`src/design/literal_find_and_replace_top_macros.svh`:
```
// Assertion macros for the literal find-and-replace block.
// Included by the top level; needs clock and reset in scope where used.
`ifndef LITERAL_FIND_AND_REPLACE_TOP_MACROS_SVH
`define LITERAL_FIND_AND_REPLACE_TOP_MACROS_SVH

`ifndef ASSERT_OFF
// Property that must hold at every clock edge.
`define LFR_ASSERT(lbl, prop) \
   lbl: assert property (@(posedge clock) disable iff (reset) (prop)) \
      else $error("lfr: assertion failed");
// Condition in one cycle implies a consequence in the next.
`define LFR_ASSERT_NEXT(lbl, ante, cons) \
   lbl: assert property (@(posedge clock) disable iff (reset) (ante) |=> (cons)) \
      else $error("lfr: next-cycle assertion failed");
`else
`define LFR_ASSERT(lbl, prop)
`define LFR_ASSERT_NEXT(lbl, ante, cons)
`endif

`endif

```
`src/design/lfr_pkg.sv`:
```
// Shared constants, register codes and job types for literal find-and-replace.
// No dependencies; imported by every module of the block.
`timescale 1ns / 1ps
`default_nettype none

package lfr_pkg;

   localparam int LFR_PATTERN_MAX_DEF = 8;
   localparam int LFR_REPLACE_MAX_DEF = 8;

   // Configuration port
   localparam int LFR_CSR_IDX_W  = 3;
   localparam int LFR_CSR_DATA_W = 64;
   localparam logic [LFR_CSR_IDX_W-1:0] LFR_REG_PATTERN_BYTES      = 3'd0;
   localparam logic [LFR_CSR_IDX_W-1:0] LFR_REG_PATTERN_LENGTH     = 3'd1;
   localparam logic [LFR_CSR_IDX_W-1:0] LFR_REG_REPLACEMENT_BYTES  = 3'd2;
   localparam logic [LFR_CSR_IDX_W-1:0] LFR_REG_REPLACEMENT_LENGTH = 3'd3;
   localparam logic [LFR_CSR_IDX_W-1:0] LFR_REG_MAX_REPLACEMENTS   = 3'd4;

   localparam logic [16:0] LFR_MAX_REP_UNLIMITED = 17'h1FFFF;
   localparam logic [15:0] LFR_COUNT_SAT         = 16'hFFFF;

   // Job queue between front and back (depth is a power of two)
   localparam int LFR_QUEUE_DEPTH = 2;
   localparam int LFR_QPTR_W      = 1;
   localparam int LFR_QLVL_W      = 2;

   typedef struct packed {
      logic        last;
      logic [15:0] count;
   } lfr_job_ctl_type;

   localparam int LFR_JOB_CTL_W = $bits(lfr_job_ctl_type);

   function automatic int lfr_max(input int a, input int b);
      return (a > b) ? a : b;
   endfunction

endpackage

`default_nettype wire

```
`src/design/lfr_front.sv`:
```
// Front end: config registers, match window and compare; builds at most one job per byte.
// Depends on lfr_pkg.
`timescale 1ns / 1ps
`default_nettype none

module lfr_front import lfr_pkg::*; #(
   parameter int PATTERN_MAX = LFR_PATTERN_MAX_DEF,
   parameter int REPLACE_MAX = LFR_REPLACE_MAX_DEF,
   parameter int LANES       = lfr_max(PATTERN_MAX, REPLACE_MAX),
   parameter int NW          = $clog2(LANES + 1)
) (
   input  wire logic                      clock,
   input  wire logic                      reset,
   input  wire logic                      csr_wr_en,
   input  wire logic [LFR_CSR_IDX_W-1:0]  csr_index,
   input  wire logic [LFR_CSR_DATA_W-1:0] csr_wr_data,
   input  wire logic                      in_fire,
   input  wire logic [7:0]                in_data_byte,
   input  wire logic                      in_last,
   output logic                           job_push,
   output logic [NW-1:0]                  job_n,
   output logic [LANES*8-1:0]             job_bytes,
   output lfr_job_ctl_type                job_ctl
);

   localparam int PLW = $clog2(PATTERN_MAX + 1);

   logic [63:0]            pat_bytes_ff;
   logic [3:0]             pat_len_ff;
   logic [63:0]            rep_bytes_ff;
   logic [3:0]             rep_len_ff;
   logic [16:0]            max_rep_ff;

   logic [PATTERN_MAX*8-1:0] win_ff, win_in;
   logic [PLW-1:0]           fill_ff, fill_in;
   logic [15:0]              count_ff, count_in;
   logic                     in_string_ff, in_string_in;
   logic [PLW-1:0]           act_len_ff, act_len_in;

   logic [PLW-1:0]           p, p_cfg, fill, fill_inc;
   logic [NW-1:0]            rl;
   logic [15:0]              cnt, cnt_next;
   logic [PATTERN_MAX*8-1:0] wnew;
   logic                     full, hit, allowed, replace;

   // config writes
   always_ff @(posedge clock) begin
      if (reset) begin
         pat_bytes_ff <= '0;
         pat_len_ff   <= '0;
         rep_bytes_ff <= '0;
         rep_len_ff   <= '0;
         max_rep_ff   <= LFR_MAX_REP_UNLIMITED;
      end else if (csr_wr_en) begin
         unique case (csr_index)
            LFR_REG_PATTERN_BYTES:      pat_bytes_ff <= csr_wr_data;
            LFR_REG_PATTERN_LENGTH:     pat_len_ff   <= csr_wr_data[3:0];
            LFR_REG_REPLACEMENT_BYTES:  rep_bytes_ff <= csr_wr_data;
            LFR_REG_REPLACEMENT_LENGTH: rep_len_ff   <= csr_wr_data[3:0];
            LFR_REG_MAX_REPLACEMENTS:   max_rep_ff   <= csr_wr_data[16:0];
            default: ;
         endcase
      end
   end

   always_comb begin
      // clamp lengths to what the hardware holds
      if (int'(pat_len_ff) > PATTERN_MAX) p_cfg = PLW'(PATTERN_MAX);
      else                                p_cfg = PLW'(pat_len_ff);
      if (int'(rep_len_ff) > REPLACE_MAX) rl = NW'(REPLACE_MAX);
      else                                rl = NW'(rep_len_ff);

      p    = in_string_ff ? act_len_ff : p_cfg;
      cnt  = in_string_ff ? count_ff : '0;
      fill = in_string_ff ? fill_ff : '0;
      fill_inc = fill + PLW'(1);

      // window with the new byte appended
      for (int i = 0; i < PATTERN_MAX; i++) begin
         wnew[8*i +: 8] = (PLW'(i) == fill) ? in_data_byte : win_ff[8*i +: 8];
      end

      hit = 1'b1;
      for (int i = 0; i < PATTERN_MAX; i++) begin
         if ((PLW'(i) < p) && (wnew[8*i +: 8] != 8'(pat_bytes_ff >> (8*i)))) hit = 1'b0;
      end

      full    = (p != '0) && (fill_inc == p);
      allowed = max_rep_ff[16] || (cnt < max_rep_ff[15:0]);
      replace = full && hit && allowed;
      cnt_next = (replace && (cnt != LFR_COUNT_SAT)) ? cnt + 16'd1 : cnt;

      // job content
      for (int i = 0; i < LANES; i++) begin
         job_bytes[8*i +: 8] = replace ? 8'(rep_bytes_ff >> (8*i)) : 8'(wnew >> (8*i));
      end
      if (p == '0)      job_n = NW'(1);
      else if (replace) job_n = rl;
      else if (full)    job_n = in_last ? NW'(p) : NW'(1);
      else              job_n = in_last ? NW'(fill_inc) : '0;

      job_ctl.last  = in_last;
      job_ctl.count = cnt_next;
      job_push      = in_fire && ((job_n != '0) || in_last);

      // next window state
      in_string_in = in_string_ff;
      act_len_in   = act_len_ff;
      count_in     = count_ff;
      fill_in      = fill_ff;
      win_in       = win_ff;
      if (in_fire) begin
         in_string_in = !in_last;
         act_len_in   = p;
         count_in     = cnt_next;
         if ((p == '0) || replace || in_last) begin
            fill_in = '0;
         end else if (full) begin
            fill_in = fill;           // oldest byte leaves, fill stays p-1
            win_in  = wnew >> 8;
         end else begin
            fill_in = fill_inc;
            win_in  = wnew;
         end
      end
   end

   always_ff @(posedge clock) begin
      if (reset) begin
         in_string_ff <= 1'b0;
         fill_ff      <= '0;
         count_ff     <= '0;
         act_len_ff   <= '0;
      end else begin
         in_string_ff <= in_string_in;
         fill_ff      <= fill_in;
         count_ff     <= count_in;
         act_len_ff   <= act_len_in;
      end
   end

   always_ff @(posedge clock) begin
      win_ff <= win_in;
   end

endmodule

`default_nettype wire

```
`src/design/lfr_queue.sv`:
```
// Two-entry job queue between front and back.
// Depends on lfr_pkg.
`timescale 1ns / 1ps
`default_nettype none

module lfr_queue import lfr_pkg::*; #(
   parameter int WIDTH = 8
) (
   input  wire logic             clock,
   input  wire logic             reset,
   input  wire logic             push,
   input  wire logic [WIDTH-1:0] push_data,
   input  wire logic             pop,
   output logic                  head_valid,
   output logic [WIDTH-1:0]      head_data,
   output logic                  full,
   output logic [LFR_QLVL_W-1:0] level
);

   logic [WIDTH-1:0]      mem_ff [LFR_QUEUE_DEPTH];
   logic [LFR_QPTR_W-1:0] wr_ptr_ff, wr_ptr_in;
   logic [LFR_QPTR_W-1:0] rd_ptr_ff, rd_ptr_in;
   logic [LFR_QLVL_W-1:0] level_ff, level_in;

   always_comb begin
      wr_ptr_in = push ? wr_ptr_ff + LFR_QPTR_W'(1) : wr_ptr_ff;
      rd_ptr_in = pop  ? rd_ptr_ff + LFR_QPTR_W'(1) : rd_ptr_ff;
      level_in  = level_ff + LFR_QLVL_W'(push) - LFR_QLVL_W'(pop);
   end

   always_ff @(posedge clock) begin
      if (reset) begin
         wr_ptr_ff <= '0;
         rd_ptr_ff <= '0;
         level_ff  <= '0;
      end else begin
         wr_ptr_ff <= wr_ptr_in;
         rd_ptr_ff <= rd_ptr_in;
         level_ff  <= level_in;
      end
   end

   always_ff @(posedge clock) begin
      if (push) mem_ff[wr_ptr_ff] <= push_data;
   end

   assign head_valid = (level_ff != '0);
   assign head_data  = mem_ff[rd_ptr_ff];
   assign full       = (level_ff == LFR_QLVL_W'(LFR_QUEUE_DEPTH));
   assign level      = level_ff;

endmodule

`default_nettype wire

```
`src/design/lfr_back.sv`:
```
// Back end: holds one job and plays its bytes out one beat per cycle while rsp_stall is low.
// Depends on lfr_pkg.
`timescale 1ns / 1ps
`default_nettype none

module lfr_back import lfr_pkg::*; #(
   parameter int LANES = LFR_PATTERN_MAX_DEF,
   parameter int NW    = $clog2(LANES + 1)
) (
   input  wire logic                 clock,
   input  wire logic                 reset,
   input  wire logic                 head_valid,
   input  wire logic [NW-1:0]        head_n,
   input  wire logic [LANES*8-1:0]   head_bytes,
   input  wire lfr_job_ctl_type      head_ctl,
   output logic                      pop,
   output logic                      rsp_valid,
   input  wire logic                 rsp_stall,
   output logic [7:0]                rsp_out_byte,
   output logic                      rsp_out_valid,
   output logic                      rsp_end_of_string,
   output logic [15:0]               rsp_replace_count
);

   logic                 busy_ff, busy_in;
   logic [NW-1:0]        idx_ff, idx_in;
   logic [NW-1:0]        n_ff;
   logic [LANES*8-1:0]   bytes_ff;
   lfr_job_ctl_type      ctl_ff;
   logic                 final_beat, beat_done;

   always_comb begin
      final_beat = (n_ff == '0) || ((idx_ff + NW'(1)) == n_ff);
      beat_done  = busy_ff && !rsp_stall;
      pop        = head_valid && (!busy_ff || (beat_done && final_beat));
      busy_in    = pop || (busy_ff && !(beat_done && final_beat));
      if (pop)            idx_in = '0;
      else if (beat_done) idx_in = idx_ff + NW'(1);
      else                idx_in = idx_ff;
   end

   always_ff @(posedge clock) begin
      if (reset) begin
         busy_ff <= 1'b0;
         idx_ff  <= '0;
      end else begin
         busy_ff <= busy_in;
         idx_ff  <= idx_in;
      end
   end

   always_ff @(posedge clock) begin
      if (pop) begin
         n_ff     <= head_n;
         bytes_ff <= head_bytes;
         ctl_ff   <= head_ctl;
      end
   end

   assign rsp_valid         = busy_ff;
   assign rsp_out_valid     = (n_ff != '0);
   assign rsp_out_byte      = rsp_out_valid ? 8'(bytes_ff >> {idx_ff, 3'b000}) : 8'h00;
   assign rsp_end_of_string = ctl_ff.last && final_beat;
   assign rsp_replace_count = ctl_ff.count;

endmodule

`default_nettype wire

```
`src/design/literal_find_and_replace_top.sv`:
```
// Top level of the literal find-and-replace block: front, job queue, back.
// Depends on lfr_pkg, lfr_front, lfr_queue, lfr_back and the macro header.
//
//   channel | direction | handshake            | beat
//   req     | in        | req_valid/req_stall  | data_byte, last
//   rsp     | out       | rsp_valid/rsp_stall  | out_byte, out_valid, end_of_string,
//           |           |                      |   replace_count
//   csr     | in        | csr_wr_en            | csr_index, csr_wr_data
//
// The front takes one req beat per cycle whenever the job queue is not full.
// Each req beat yields zero to max(PATTERN_MAX, REPLACE_MAX) rsp beats, which the
// back plays out at one beat per cycle while rsp_stall is low; the back's single output
// port sets the sustained rate, so a long replacement burst can hold req off.
// Between a req beat and its first rsp beat the job is registered in the queue, then in the back.
// Reset is synchronous; it clears the window fill state, counters, queue and config registers.
// req_stall is the queue-full flag and does not depend on req_valid.
`timescale 1ns / 1ps
`default_nettype none
`include "literal_find_and_replace_top_macros.svh"

module literal_find_and_replace_top import lfr_pkg::*; #(
   parameter int PATTERN_MAX = LFR_PATTERN_MAX_DEF,
   parameter int REPLACE_MAX = LFR_REPLACE_MAX_DEF
) (
   input  wire logic                      clock,
   input  wire logic                      reset,
   // configuration
   input  wire logic                      csr_wr_en,
   input  wire logic [LFR_CSR_IDX_W-1:0]  csr_index,
   input  wire logic [LFR_CSR_DATA_W-1:0] csr_wr_data,
   // source bytes
   input  wire logic                      req_valid,
   output logic                           req_stall,
   input  wire logic [7:0]                req_data_byte,
   input  wire logic                      req_last,
   // result bytes
   output logic                           rsp_valid,
   input  wire logic                      rsp_stall,
   output logic [7:0]                     rsp_out_byte,
   output logic                           rsp_out_valid,
   output logic                           rsp_end_of_string,
   output logic [15:0]                    rsp_replace_count
);

   // Job lanes cover the longest burst one byte can cause: a full window
   // flush or a full replacement.
   localparam int LANES = lfr_max(PATTERN_MAX, REPLACE_MAX);
   localparam int NW    = $clog2(LANES + 1);
   localparam int JOB_W = LFR_JOB_CTL_W + NW + LANES*8;

   logic                   in_fire;
   logic                   job_push;
   logic [NW-1:0]          job_n;
   logic [LANES*8-1:0]     job_bytes;
   lfr_job_ctl_type        job_ctl;

   logic                   q_full;
   logic                   q_pop;
   logic                   q_head_valid;
   logic [JOB_W-1:0]       q_head_data;
   logic [LFR_QLVL_W-1:0]  q_level;

   lfr_job_ctl_type        head_ctl;
   logic [NW-1:0]          head_n;
   logic [LANES*8-1:0]     head_bytes;

   // A source beat is taken whenever the queue has room, even if it makes no job.
   assign req_stall = q_full;
   assign in_fire   = req_valid && !req_stall;

   // Front: window, compare, replacement count, job assembly.
   lfr_front #(
      .PATTERN_MAX (PATTERN_MAX),
      .REPLACE_MAX (REPLACE_MAX),
      .LANES       (LANES),
      .NW          (NW)
   ) u_front (
      .clock        (clock),
      .reset        (reset),
      .csr_wr_en    (csr_wr_en),
      .csr_index    (csr_index),
      .csr_wr_data  (csr_wr_data),
      .in_fire      (in_fire),
      .in_data_byte (req_data_byte),
      .in_last      (req_last),
      .job_push     (job_push),
      .job_n        (job_n),
      .job_bytes    (job_bytes),
      .job_ctl      (job_ctl)
   );

   // Queue decouples the two halves so a long burst on rsp does not block
   // the next source beat right away.
   lfr_queue #(
      .WIDTH (JOB_W)
   ) u_queue (
      .clock      (clock),
      .reset      (reset),
      .push       (job_push),
      .push_data  ({job_ctl, job_n, job_bytes}),
      .pop        (q_pop),
      .head_valid (q_head_valid),
      .head_data  (q_head_data),
      .full       (q_full),
      .level      (q_level)
   );

   assign {head_ctl, head_n, head_bytes} = q_head_data;

   // Back: serializes a job; a job with no bytes is the empty end marker.
   lfr_back #(
      .LANES (LANES),
      .NW    (NW)
   ) u_back (
      .clock             (clock),
      .reset             (reset),
      .head_valid        (q_head_valid),
      .head_n            (head_n),
      .head_bytes        (head_bytes),
      .head_ctl          (head_ctl),
      .pop               (q_pop),
      .rsp_valid         (rsp_valid),
      .rsp_stall         (rsp_stall),
      .rsp_out_byte      (rsp_out_byte),
      .rsp_out_valid     (rsp_out_valid),
      .rsp_end_of_string (rsp_end_of_string),
      .rsp_replace_count (rsp_replace_count)
   );

   // An empty beat only ever closes a string.
   `LFR_ASSERT(a_empty_ends_string, (rsp_valid && !rsp_out_valid) |-> rsp_end_of_string)
   // An idle back picks up a waiting job on the next edge.
   `LFR_ASSERT_NEXT(a_back_picks_up, (q_level != '0) && !rsp_valid, rsp_valid)
   // The queue never holds more jobs than it has entries.
   `LFR_ASSERT(a_queue_bound, q_level <= LFR_QLVL_W'(LFR_QUEUE_DEPTH))

endmodule

`default_nettype wire
```
`config.mk`:
```
export PLATFORM = sky130hd
export DESIGN_NAME = literal_find_and_replace_top
export DESIGN_NICKNAME = d
export VERILOG_FILES = /design/src/design/lfr_pkg.sv /design/src/design/lfr_front.sv /design/src/design/lfr_queue.sv /design/src/design/lfr_back.sv /design/src/design/literal_find_and_replace_top.sv
export VERILOG_INCLUDE_DIRS = /design/src /design/src/design
export SDC_FILE = /design/constraint.sdc
export NUM_CORES = 1
export LEC_CHECK = 0
export ABC_AREA = 1
export CAP_MARGIN = 20
export CORE_MARGIN = 2
export CORE_UTILIZATION = 33
export DETAILED_ROUTE_END_ITERATION = 10
export DONT_BUFFER_PORTS = 1
export GPL_TIMING_DRIVEN = 0
export PLACE_DENSITY = 0.54
export REMOVE_ABC_BUFFERS = 1
export SYNTH_ARGS = -nofsm -noshare
export SYNTH_HDL_FRONTEND = slang
export SYNTH_HIERARCHICAL = 1
export SYNTH_SLANG_ARGS = --single-unit
```
`constraint.sdc`:
```
create_clock -name clock -period 8.5 [get_ports clock]
set_clock_uncertainty 0.15 [all_clocks]
set_input_delay 0.85 -clock clock [delete_from_list [all_inputs] [get_ports clock]]
set_output_delay 0.85 -clock clock [all_outputs]
set_load 0.02 [all_outputs]
```
---- Word level (Yosys, flattened, before mapping) ----
Memory sizes are Yosys's and may differ from the RTL's. A register that Yosys moved wholly into a read port is not among the register bits.
Cells that the tools add are included.
word-level totals
  register bits ........................... 251
  bits in latches ......................... 0
  bits in writable memories ............... 170
  ROM bits ................................ 0
  bits of input ports ..................... 81
  output and inout bits ................... 28
  word-level logic and storage cells ...... 147
  memories ................................ 1
memory list
  memory          words  width  read ports  clocked after Yosys merged registers in  write ports  RTL line         source
  u_queue.mem_ff  2      85     1           1                                        1            lfr_queue.sv:20  logic [WIDTH-1:0] mem_ff [LFR_QUEUE_DEPTH];
cells by class
  $add $sub $neg .......................... 7
  $mul .................................... 0
  divide/modulo/power cells ............... 0
  order comparisons ....................... 11
  equal/unequal tests ..................... 23
  shift-type cells ........................ 1
  mux-type cells .......................... 41
  bitwise gates (word level) .............. 1
  reductions and logical operators ........ 46
operators with widths
  operator               count
  $mux 8                 17
  $ne 8x8->1             8
  $shr 64x7->8           1
  $mux 56                1
  $mux 4                 11
  $mux 16                2
  $logic_and 1x1->1      19
  $add 16x1->16 const B  1
  $eq 3x4->1 const A     4
  $lt 16x16->1           1
  $lt 3x4->1 const A     4
  $ne 16x16->1 const B   1
  $logic_not 4->1        3
  $reduce_and 2->1       6
  $reduce_bool 4->1      3
  $mux 1                 10
  $add 4x1->4 const B    2
  $eq 2x4->1 const A     2
  $eq 4x4->1             2
  $gt 4x4->1 const B     2
  $lt 1x4->1 const A     2
  $lt 2x4->1 const A     2
  $logic_or 1x1->1       7
  $eq 3x2->1 const B     2
  12 further kinds       17

---- Longest topological paths before layout ----
  word-level depth ........................ 22
  mapped depth ............................ 29
  gate-level depth less buffers ........... 27

---- Cells and area by module ----
Netlist, hierarchy kept.
modules (own cells, without submodules)
  module                        times used  cells each  area an instance (µm²)  seq. area each (µm²)
  lfr_front                     1           2031        13566.8                 5485.3
  lfr_queue                     1           295         6364.9                  5205.0
  lfr_back                      1           276         3593.4                  2652.5
  literal_find_and_replace_top  1           2           10.0                    0.0

---- Least setup slack after synthesis ----
No wires, ideal clock.
  kind .................................... reg2reg
  from .................................... reg u_front.in_string_ff
  to ...................................... mem u_queue/mem_ff[0][0] (netlist name), enable pin
  setup time .............................. 529 ps
  arrival time ............................ 6233 ps
  data required time ...................... 7821 ps
  setup slack ............................. 1588 ps
  cell stages (with the launch flop) ...... 22
  path buffers ............................ 3
  clock period less this slack ............ 6912 ps
  cell sequence ........................... dfxtp_1 > buf_6 > buf_2 > buf_1 > nand2_1 > inv_1 > ha_1 > a21oi_1 > o21ai_0 > nand4_1 > o211ai_1 > nand3_1 > nand2_1 > nand2_1 > nand3_2 > nand2_1 > nand3_1 > nand3_1 > nor2_1 > nor2_1 > inv_1 > nor2_1
between the ends
  longest elaborated chain between the ends .. 22
  elaborated cells between the ends (all ways) .. 70
  those cells by class .................... add/sub (1); order compare (9); eq/ne (16); mux (26); reduce/logical (18)
ends and longest elaborated chain
  element                           RTL line                            source
  start, declared                   lfr_front.sv:37                     logic in_string_ff, in_string_in;
  start signal, assigned            lfr_front.sv:135                    in_string_ff <= in_string_in;
  $mux 4                            lfr_front.sv:75                     fill = in_string_ff ? fill_ff : '0;
  $logic_not 4->1                   lfr_front.sv:80                     wnew[8*i +: 8] = (PLW'(i) == fill) ? in_data_byte : win_ff[8*i +: 8];
  $mux 8                            lfr_front.sv:80
  $ne 8x8->1                        lfr_front.sv:85                     if ((PLW'(i) < p) && (wnew[8*i +: 8] != 8'(pat_bytes_ff >> (8*i)))) hit = 1'b0;
  $logic_and 1x1->1                 lfr_front.sv:85
  $mux 1 (8 in series)              lfr_front.sv:85
  $logic_and 1x1->1 (2 in series)   lfr_front.sv:90                     replace = full && hit && allowed;
  $mux 4                            lfr_front.sv:98                     else if (replace) job_n = rl;
  $mux 4 (*)                        lfr_front.sv:97                     if (p == '0) job_n = NW'(1);
  $reduce_bool 4->1 (*)             lfr_front.sv:104                    job_push = in_fire && ((job_n != '0) || in_last);
  $logic_or 1x1->1 (*)              lfr_front.sv:104
  $logic_and 1x1->1 (*)             lfr_front.sv:104
  net job_push                      literal_find_and_replace_top.sv:52  logic job_push;
  $mux 1 (*)                        lfr_queue.sv:44                     if (push) mem_ff[wr_ptr_ff] <= push_data;
  $mux 1 (implied by the code) (*)  lfr_queue.sv:44
  end, declared                     lfr_queue.sv:20
The timed path passes the listed nets; every way through them passes the cells marked *.

---- Worst setup path after layout ----
  from .................................... reg u_front.in_string_ff
  to ...................................... mem u_queue/mem_ff[0][24] (netlist name), enable pin
The elaborated chain is that of the path after synthesis.

==> metrics.md <==
| Metric | Value |
|---|---|
| Outcome | `complete, no violations` |
| Fmax | `150 MHz` |
| Gate Count Post-Synth | `around 2600` |
| R2R Setup Slk | `1.84 ns` |
| Ant diodes | `0` |
| Post-CTS Setup Repair Bufs | `0` |
| Area Overhead vs Synth | `11.8%` |
| Post-synth EDFFs | `between 300 and 400` |
| Mean routed wirelength per cell | `18.8 um` |
| Leakage | `10.7 nW` |
| Clock buffer depth | `3` |
| Chip Height | `271 um` |
| Post-route DRC | `0` |
| Vias | `17856` |
| CTS Sinks | `507` |
| Ys Warns | `6` |
| Critical path launch point type | `flop` |
| Post-layout utilization of the core | `0.374` |
| MaxCap Viol Count | `0` |
| CP Class | `flop to flop` |
| Core Region | `70300 um2` |
| Initial core utilization | `0.335` |
| Area share of the largest cell type after synthesis | `0.407` |
| Clk Latency, worst-skew pair | `0.63 ns` |
| Clock transition at path regs | `0.06 ns` |
| Mapped Area | `approximately 24000 um2` |
| Crit path DAT | `6.80 ns` |
| Rows | `97` |
| Hold Path Origin | `reset` |
| Synth area leader | `edfxtp_1` |
| Vias in the first global route | `between 15000 and 20000` |
| PnR Total Power | `6.72 mW` |
| Cell variety after synth | `44` |
| Vias per std cell | `5.06` |
| Synth async-reset ratio | `0` |
| Total iterations of the first detailed-routing run | `6` |
| Hold Crit Class | `input pin to flop` |
| Crit Path Max Fanout | `40` |
| Root Driver | `clkbuf_16` |
| Hold-fix buffers, CTS | `0` |
| Final setup violation count | `0` |
| DRT iter0 DRCs | `1354` |
| Worst Setup End Kind | `flop` |
| R2r endpoint | `u_queue/mem_ff[0][24]` |
| Period minus WS final | `6.66 ns` |
| Die area | `around 73000 um2` |
| Port buffer count | `0` |
| Slew HR | `0.275` |
| Final Hold Fails | `0` |
| Hold path depth | `1` |
| FF-to-FF path depth | `21` |
| Antenna violations before repair | `0` |
| GRT Util Overall | `0.177` |
| Period Utilization, post-route | `0.783` |
| RSZ-0062 raised after global routing | `false` |
| Syn Area/Cell | `approximately 9.0 um2` |
| Total CTS buffers | `53` |
| FILL cells | `6977` |
| Global route overflow | `0` |
| WHS | `0.149 ns` |
| PD cells | `255 nW/um2` |
| #FFs+latches synth | `~510` |
| Largest net degree at the start of global routing | `between 100 and 150` |
| I/O pin count | `109` |
| Final nets | `between 2000 and 3000` |
| First-pass GRT wire length | `roughly 100 mm` |
| Worst path required time | `8.64 ns` |
| Die width | `271 um` |
| Worst-Margin Slew | `roughly 1.1 ns` |
| Worst VDD drop | `0.000183 V` |
| RD Place Congestion | `0.826` |
| Critical R2R Launch | `u_front/in_string_ff` |
| CTS resizes | `0` |
| Antenna-violating nets left | `0` |
| Synth Flop Type | `edfxtp_1` |
| Ranking of synthesized cells by area | `edfxtp_1 41%, dfxtp_1 16%, nand2_1 8.1%` |
| Sequential share of the synthesized area | `0.567` |
| Hpwl dp | `44.1 mm` |
| H-tree levels | `2` |
| CTS tree | `built` |
| Post-Route WL | `around 66 mm` |
| Ratio of cells with drive above 1 in the final layout | `0.0788` |
| Pins Over Slew Limit | `0` |
final cells by class:
class	count	area, um2	share of cell area
Sequential cell	507	13300	0.507
Multi-Input combinational cell	1710	8550	0.325
Inverter	244	935	0.0355
Clock buffer	78	1480	0.0563
Tap cell	940	1180	0.0447
Timing Repair Buffer	29	589	0.0224
Clock inverter	22	225	0.00856
synthesized netlist by cell type, types with 2 or more instances:
| library cell | instances |
|---|---|
| or2_2 | 2 |
| nor2_2 | 9 |
| mux2_2 | 35 |
| nand3_2 | 3 |
| o211ai_1 | 20 |
| mux2_1 | 50 |
| xnor2_1 | 3 |
| inv_2 | 4 |
| nand2_2 | 17 |
| buf_1 | 5 |
| nand3b_1 | 9 |
| buf_4 | 24 |
| buf_2 | 35 |
| o21ai_0 | 234 |
| a31oi_1 | 49 |
| clkbuf_1 | 65 |
| nor3_1 | 13 |
| inv_1 | 238 |
| dfxtp_1 | 188 |
| clkbuf_2 | 4 |
| nand2_1 | 507 |
| o21ai_2 | 10 |
| buf_6 | 10 |
| o22ai_1 | 8 |
| o21ai_1 | 14 |
| nor2_4 | 3 |
| nand4_1 | 8 |
| a21oi_1 | 125 |
| xor2_1 | 13 |
| nor2_1 | 362 |
| ha_1 | 19 |
| nand3_1 | 188 |
| edfxtp_1 | 319 |
layer usage:
layer  track usage  vias up  share of wire
met5             0        -              0
met4        0.0660        0          0.032
met3        0.0368      122          0.067
met2         0.301      506           0.48
met1         0.222     8599           0.42
li1              -     8629              -
state kept, by name, summed over array words and instances, names as in the netlist, 16 cells and up, named ones only:
signal	count
u_front/win_ff	64
u_front/max_rep_ff	17
u_back/rsp_replace_count	16
u_back/bytes_ff	64
u_front/pat_bytes_ff	64
u_front/rep_bytes_ff	64
u_front/count_ff	16
u_queue/mem_ff	170
metrics by stage:
step / setup TNS (ns) / cell area [um2] / setup WS (ns) / std cells
finish: 0 / 26300 / 1.84 / 3530
global route: 0 / 26300 / 1.39 / 3530
global placement: -1898.28 / 24000 / -8.99 / 3401
detailed placement: 0 / 24500 / 1.44 / 3428
CTS: 0 / 26300 / 1.33 / 3528
floorplan: -124.93 / 22800 / -1.47 / 2461
worst max-delay path: stages (launching register included):
cell and delay, ns:
dfxtp_1 0.77, nand2_2 0.21, nor2_4 0.58, nand2_1 0.21, xor2_1 0.33, nor2_1 0.08, nor3_1 0.35, nand2_4 0.24
inv_2 0.49, nand3_1 0.18, nor2_2 0.20, nand3_4 0.47, nand2_1 0.19, nand3_1 0.13, nand3_1 0.09, nor2_1 0.05
nor2_1 0.30, inv_1 0.13, nor2_4 0.49, buf_16 0.25, buf_12 0.20, buf_16 0.19
power breakdown:
| group | internal, mW | total [mW] | leakage (nW) | switching (mW) |
|---|---|---|---|---|
| clock network | 1.30 | 2.29 | 0.825 | 0.985 |
| logic | 0.383 | 1.14 | 5.38 | 0.757 |
| registers | 3.10 | 3.29 | 4.51 | 0.186 |
worst max-delay path by stage:
stage / slack [ns] / depth (start not counted) / to / startpoint
after global routing: 1.39 / 21 / u_queue/mem_ff[0][24] / u_front/in_string_ff
final: 1.84 / 21 / u_queue/mem_ff[0][24] / u_front/in_string_ff
after global placement: -8.99 / 18 / u_queue/mem_ff[0][56] / u_front/in_string_ff
after CTS: 1.33 / 21 / u_queue/mem_ff[0][1] / u_front/in_string_ff
after floorplan: -1.47 / 18 / u_queue/mem_ff[0][0] / u_front/in_string_ff
after detailed placement: 1.44 / 21 / u_queue/mem_ff[0][56] / u_front/in_string_ff
cell families (layout without fill, tap and decap cells):
| kind of cell | Yosys count | count (layout) | share of synthesized area |
|---|---|---|---|
| buffers and inverters | 387 | 373 | 0.0709 |
| AND/OR/NAND/NOR | 1126 | 1126 | 0.199 |
| flip-flops | 507 | 507 | 0.567 |
| AO/OA/AOI/OAI | 464 | 464 | 0.106 |
| multiplexers | 85 | 85 | 0.0407 |
| XOR/XNOR | 16 | 16 | 0.00595 |
| adder cells (fa/ha/maj) | 19 | 19 | 0.0101 |
cells in the final DEF (no fill, tap or decap), types with 3 or more instances in the layout:
| cell type | count |
|---|---|
| xor2_1 | 13 |
| o21ai_1 | 14 |
| nor2_2 | 11 |
| mux2_1 | 50 |
| clkinv_1 | 8 |
| clkbuf_1 | 19 |
| buf_12 | 5 |
| nand2_1 | 506 |
| clkbuf_8 | 6 |
| clkbuf_16 | 53 |
| a21oi_1 | 125 |
| nor2_4 | 4 |
| nand3b_1 | 9 |
| nor2_1 | 359 |
| nand2_2 | 17 |
| buf_16 | 13 |
| edfxtp_1 | 319 |
| bufinv_16 | 3 |
| a31oi_1 | 49 |
| buf_8 | 4 |
| dfxtp_1 | 186 |
| o21ai_2 | 10 |
| o211ai_1 | 20 |
| nand3_1 | 188 |
| xnor2_1 | 3 |
| o22ai_1 | 8 |
| inv_1 | 233 |
| ha_1 | 19 |
| inv_2 | 3 |
| inv_4 | 5 |
| clkinv_2 | 8 |
| nand3_2 | 3 |
| buf_6 | 5 |
| o21ai_0 | 234 |
| mux2_2 | 35 |
| nor3_1 | 12 |
| nand4_1 | 8 |
(Power assumes the default switching activity.)
